==> src/rtl/plir_pkg.sv <==
`timescale 1ns / 1ps
`default_nettype none

package plir_pkg;

  localparam int POS_W  = 7;
  localparam int WORD_W = 32;

  typedef enum logic [1:0] {
    REQ_APPEND = 2'd0,
    REQ_INSERT = 2'd1,
    REQ_REMOVE = 2'd2,
    REQ_READ   = 2'd3
  } req_kind_e;

  typedef enum logic [1:0] {
    ST_OK     = 2'd0,
    ST_FULL   = 2'd1,
    ST_EMPTY  = 2'd2,
    ST_BADPOS = 2'd3
  } status_e;

  typedef enum logic [1:0] {
    S_IDLE,
    S_EXEC,
    S_SEL
  } state_e;

  // Broadcast to every cell of the chain.
  typedef struct packed {
    logic              commit;
    req_kind_e         kind;
    logic [POS_W-1:0]  pos;
    logic [WORD_W-1:0] word;
  } cell_cmd_t;

endpackage

`default_nettype wire

==> src/rtl/plir_cell.sv <==
`timescale 1ns / 1ps
`default_nettype none

module plir_cell #(
  parameter int CAPACITY = 128,
  parameter int IDX      = 0
) (
  input  wire logic                                 clk_i,
  input  wire plir_pkg::cell_cmd_t                  cmd_i,
  input  wire logic [$clog2(CAPACITY+1)-1:0]        count_i,
  input  wire logic [plir_pkg::WORD_W-1:0]          lower_i,
  input  wire logic [plir_pkg::WORD_W-1:0]          upper_i,
  output logic      [plir_pkg::WORD_W-1:0]          value_o
);
  import plir_pkg::*;

  localparam int CW = $clog2(CAPACITY + 1);
  localparam int W  = (CW > POS_W) ? CW : POS_W;
  localparam logic [W-1:0] IdxW = W'(IDX);

  logic [WORD_W-1:0] value_q, value_d;
  logic [W-1:0]      pos_w, count_w;

  assign pos_w   = W'(cmd_i.pos);
  assign count_w = W'(count_i);

  always_comb begin
    value_d = value_q;
    if (cmd_i.commit) begin
      case (cmd_i.kind)
        REQ_APPEND: begin
          if (IdxW == count_w) value_d = cmd_i.word;
        end
        REQ_INSERT: begin
          if (IdxW == pos_w) value_d = cmd_i.word;
          else if (IdxW > pos_w) value_d = lower_i;
        end
        REQ_REMOVE: begin
          if (IdxW >= pos_w) value_d = upper_i;
        end
        default: value_d = value_q;
      endcase
    end
  end

  always_ff @(posedge clk_i) begin
    value_q <= value_d;
  end

  assign value_o = value_q;

endmodule

`default_nettype wire

==> config.mk <==
export PLATFORM = sky130hd
export DESIGN_NAME = plir_cell
export DESIGN_NICKNAME = d
export VERILOG_FILES = /design/src/rtl/plir_pkg.sv /design/src/rtl/plir_cell.sv
export SDC_FILE = /design/constraint.sdc
export NUM_CORES = 1
export LEC_CHECK = 0
export ABC_AREA = 1
export BUFFER_PORTS_ARGS = -buffer_cell sky130_fd_sc_hd__buf_2
export CORE_ASPECT_RATIO = 1.2
export CORE_MARGIN = 5
export CORE_UTILIZATION = 45
export CTS_BUF_LIST = sky130_fd_sc_hd__clkbuf_8
export CTS_CLUSTER_DIAMETER = 100
export DETAILED_ROUTE_END_ITERATION = 10
export PLACE_DENSITY = 0.84
export SLEW_MARGIN = 20
export SYNTH_ARGS = -nofsm -noshare
export SYNTH_HDL_FRONTEND = slang
export SYNTH_SLANG_ARGS = --single-unit
export TNS_END_PERCENT = 100
==> constraint.sdc <==
create_clock -name clk_i -period 3.87 [get_ports clk_i]
set_clock_uncertainty 0.1 [all_clocks]
set_input_delay 0.5805 -clock clk_i [delete_from_list [all_inputs] [get_ports clk_i]]
set_output_delay 0.5805 -clock clk_i [all_outputs]
set_load 0.03 [all_outputs]
==> results.md <==
* First-pass GRT wire length at 11530 um
* Hold_buf cts at 0
* Antenna violations before repair at 0
* Clock Power Share at 23.2%
* Period minus WS final at around 2600 ps
* Core ar. at 5668 sq um
* Status: complete, no violations
* Net switching fraction of the power at between 30% and 40%
* Postcts setup bufs at 0
* CP required at approximately 3700 ps
* Setup TNS at 0 ps
* GRT Total Usage at 19.43%
* Die Span X at 79.56 um
* Routed len/inst at 13.67 um
* Crit. End Element: flip-flop
* DP HPWL at 5453 um
* Residual DRC at 0
* Max Fclk at 386.6 MHz
* Synthesized area at 2613 sq um
* Arr. time, crit path at 2380 ps
* Register share of total power at 43.6%
* CTS tree: yes
* NetSw at 327.6 uW
* CP Buf/Inv Count at 1
* Crit path kind: in -> reg
* Tcrit/Tclk final at 66.84%
* RSZ-0062 raised after global routing: no
* Synth cell types at 20
* Via-per-instance ratio at between 5 and 6
* Overall die area at between 7000 and 8000 sq um
* Critical path startpoint: cmd_i[35]
* Final Hold Viols at 0
* Grt ovf at 0
* Layout cells sized above 1 at 41.10%
* Fin nets at 591
* Most frequent cells in the layout: 146 x buf_2, 70 x inv_1, 64 x nand3_1, 39 x nor2_1, 35 x a21oi_1
* Final setup fails at 0
* Critical-path top delay cell: a21oi_4
* Pwr per Cell Area at 295.8 nW/um^2
* Syn Area/Cell at approximately 7.6 sq um
* Vias at 2803
* Max Slew Vio Count at 0
* Critical Path Fanout Max at 34
* Port Buffers at 146
* Area Overhead vs Synth at 28.26%
* Post-synthesis sequential area ratio at 36.78%
* First drt pass iteration count at 4
* Critical path launch point type: input port
* Internal power at 663.5 uW
* Pin count of the biggest net entering global routing at 35
* Synth Warn # at 0
* Slew at the pin closest to its max-slew limit at 1029 ps
* Clock buffer count from CTS at 5
* CP max stage delay at 780 ps
* Clock-pin slew on the worst setup and hold paths at 60 ps
* Hold WC Path Type: in -> reg
* Slew HR at 31.34%
* Die height at about 93 um
* VDD IR max at roughly 0.00016 V
* Critical path cell sequence: buf_2 > nor2_1 > nand2_2 > o22ai_1 > nand2_1 > a21oi_4
* CTS max path bufs at 2
* Post-CTS sizing at 0
* Routability-driven placement congestion ratio at 0.8459
* Initial DRC Count at 151
* Ports at about 150
* Combinational Power Share at 33.2%
* Cell family with most CP delay: compound AO/OA/AOI/OAI gates
* Drt total wl at approximately 7500 um
* Post-synthesis cell count at 343
* EDFF count, synth at 32
* Most common cell after layout, fill and taps aside: buf_2
* Max reg flops at 32
* Syn Nets at 462
* Diode count at 0
* P_leak at 0.001615 uW
* Number of global-route vias before repair at 2708
* Cell Rows at 30
* #FFs+latches synth at 32
* # H-tree levels at 2
* Ys async rst share at 0%
* HP Start: cmd_i[3]
* Post-DRT Antenna Nets at 0
* Max Cap Viol at 0
* Clock root cell: clkbuf_8
* Hold slack at between 500 and 600 ps
* Clock Sinks at 32
* Initial core utilization at between 40% and 50%
* Post-synth top flop: edfxtp_1
* # fillers at 541
power by group through the flow:
stage               Clock, uW  Sequential, uW  Combinational [uW]
floorplan                   0             499                 157
global route              248             434                 358
CTS                       234             433                 329
finish                    230             432                 329
global placement            0             439                 319
detailed placement          0             440                 328
kinds of logic after synthesis:
| family | Yosys count | share of synthesized area, % |
|---|---|---|
| adders and majority gates | 4 | 1.916 |
| and+or+nand+nor | 110 | 20.02 |
| AOI/OAI and AO/OA | 98 | 23.13 |
| DFF | 32 | 36.78 |
| buffers and inverters | 99 | 18.15 |
through the flow:
stage / area (sq um) / utilization, % / cells / total power (uW) / worst slack [ps]
floorplan: 2613 / - / 343 / 656.0 / 621.2
global placement: 3273 / 57.75 / 545 / 758.3 / 1085
detailed placement: 3273 / 57.75 / 545 / 767.6 / 976.0
CTS: 3351 / 59.12 / 552 / 995.6 / 1265
global route: 3351 / 59.12 / 552 / 1041 / 1047
finish: 3351 / 59.12 / 552 / 991.1 / 1283
Yosys cell counts, types with 2 or more instances:
cell type  instances  area share (%)
buf_6             12             5.2
buf_2             10             1.9
nand3_1           64              12
ha_1               4             1.9
inv_1             69             9.9
nor2_1            39             5.6
nand2_2            2            0.48
inv_2              3            0.43
edfxtp_1          32              37
o21ai_0            3            0.57
a21oi_1           36             6.9
a21oi_2           29             9.7
o21ai_1           28             5.4
nor2_4             2            0.86
clkbuf_1           5            0.72
final cells by class:
class / count / area (sq um) / area share [%]
clock inverter: 2 / 8.758 / 0.2614
timing repair buffer: 149 / 753.2 / 22.48
multi-input combinational: 212 / 1189 / 35.47
sequential: 32 / 960.9 / 28.68
clock buffer: 5 / 68.82 / 2.054
inverter: 72 / 270.3 / 8.066
tap: 80 / 100.1 / 2.987
metal layers:
layer / track usage (%) / share of wire, % / vias to the layer above
li1: - / - / 1387
met1: 20.86 / 37 / 1258
met2: 36.00 / 52 / 139
met3: 3.661 / 8.2 / 19
met4: 9.026 / 2.4 / 0
met5: 0 / 0 / -
worst paths after layout:
kind,endpoint,slack (ps),cells past startpoint
hold / removal,value_o[3],530,3
setup / recovery,value_o[31],1280,6
Power figures use the tool's default switching activity.
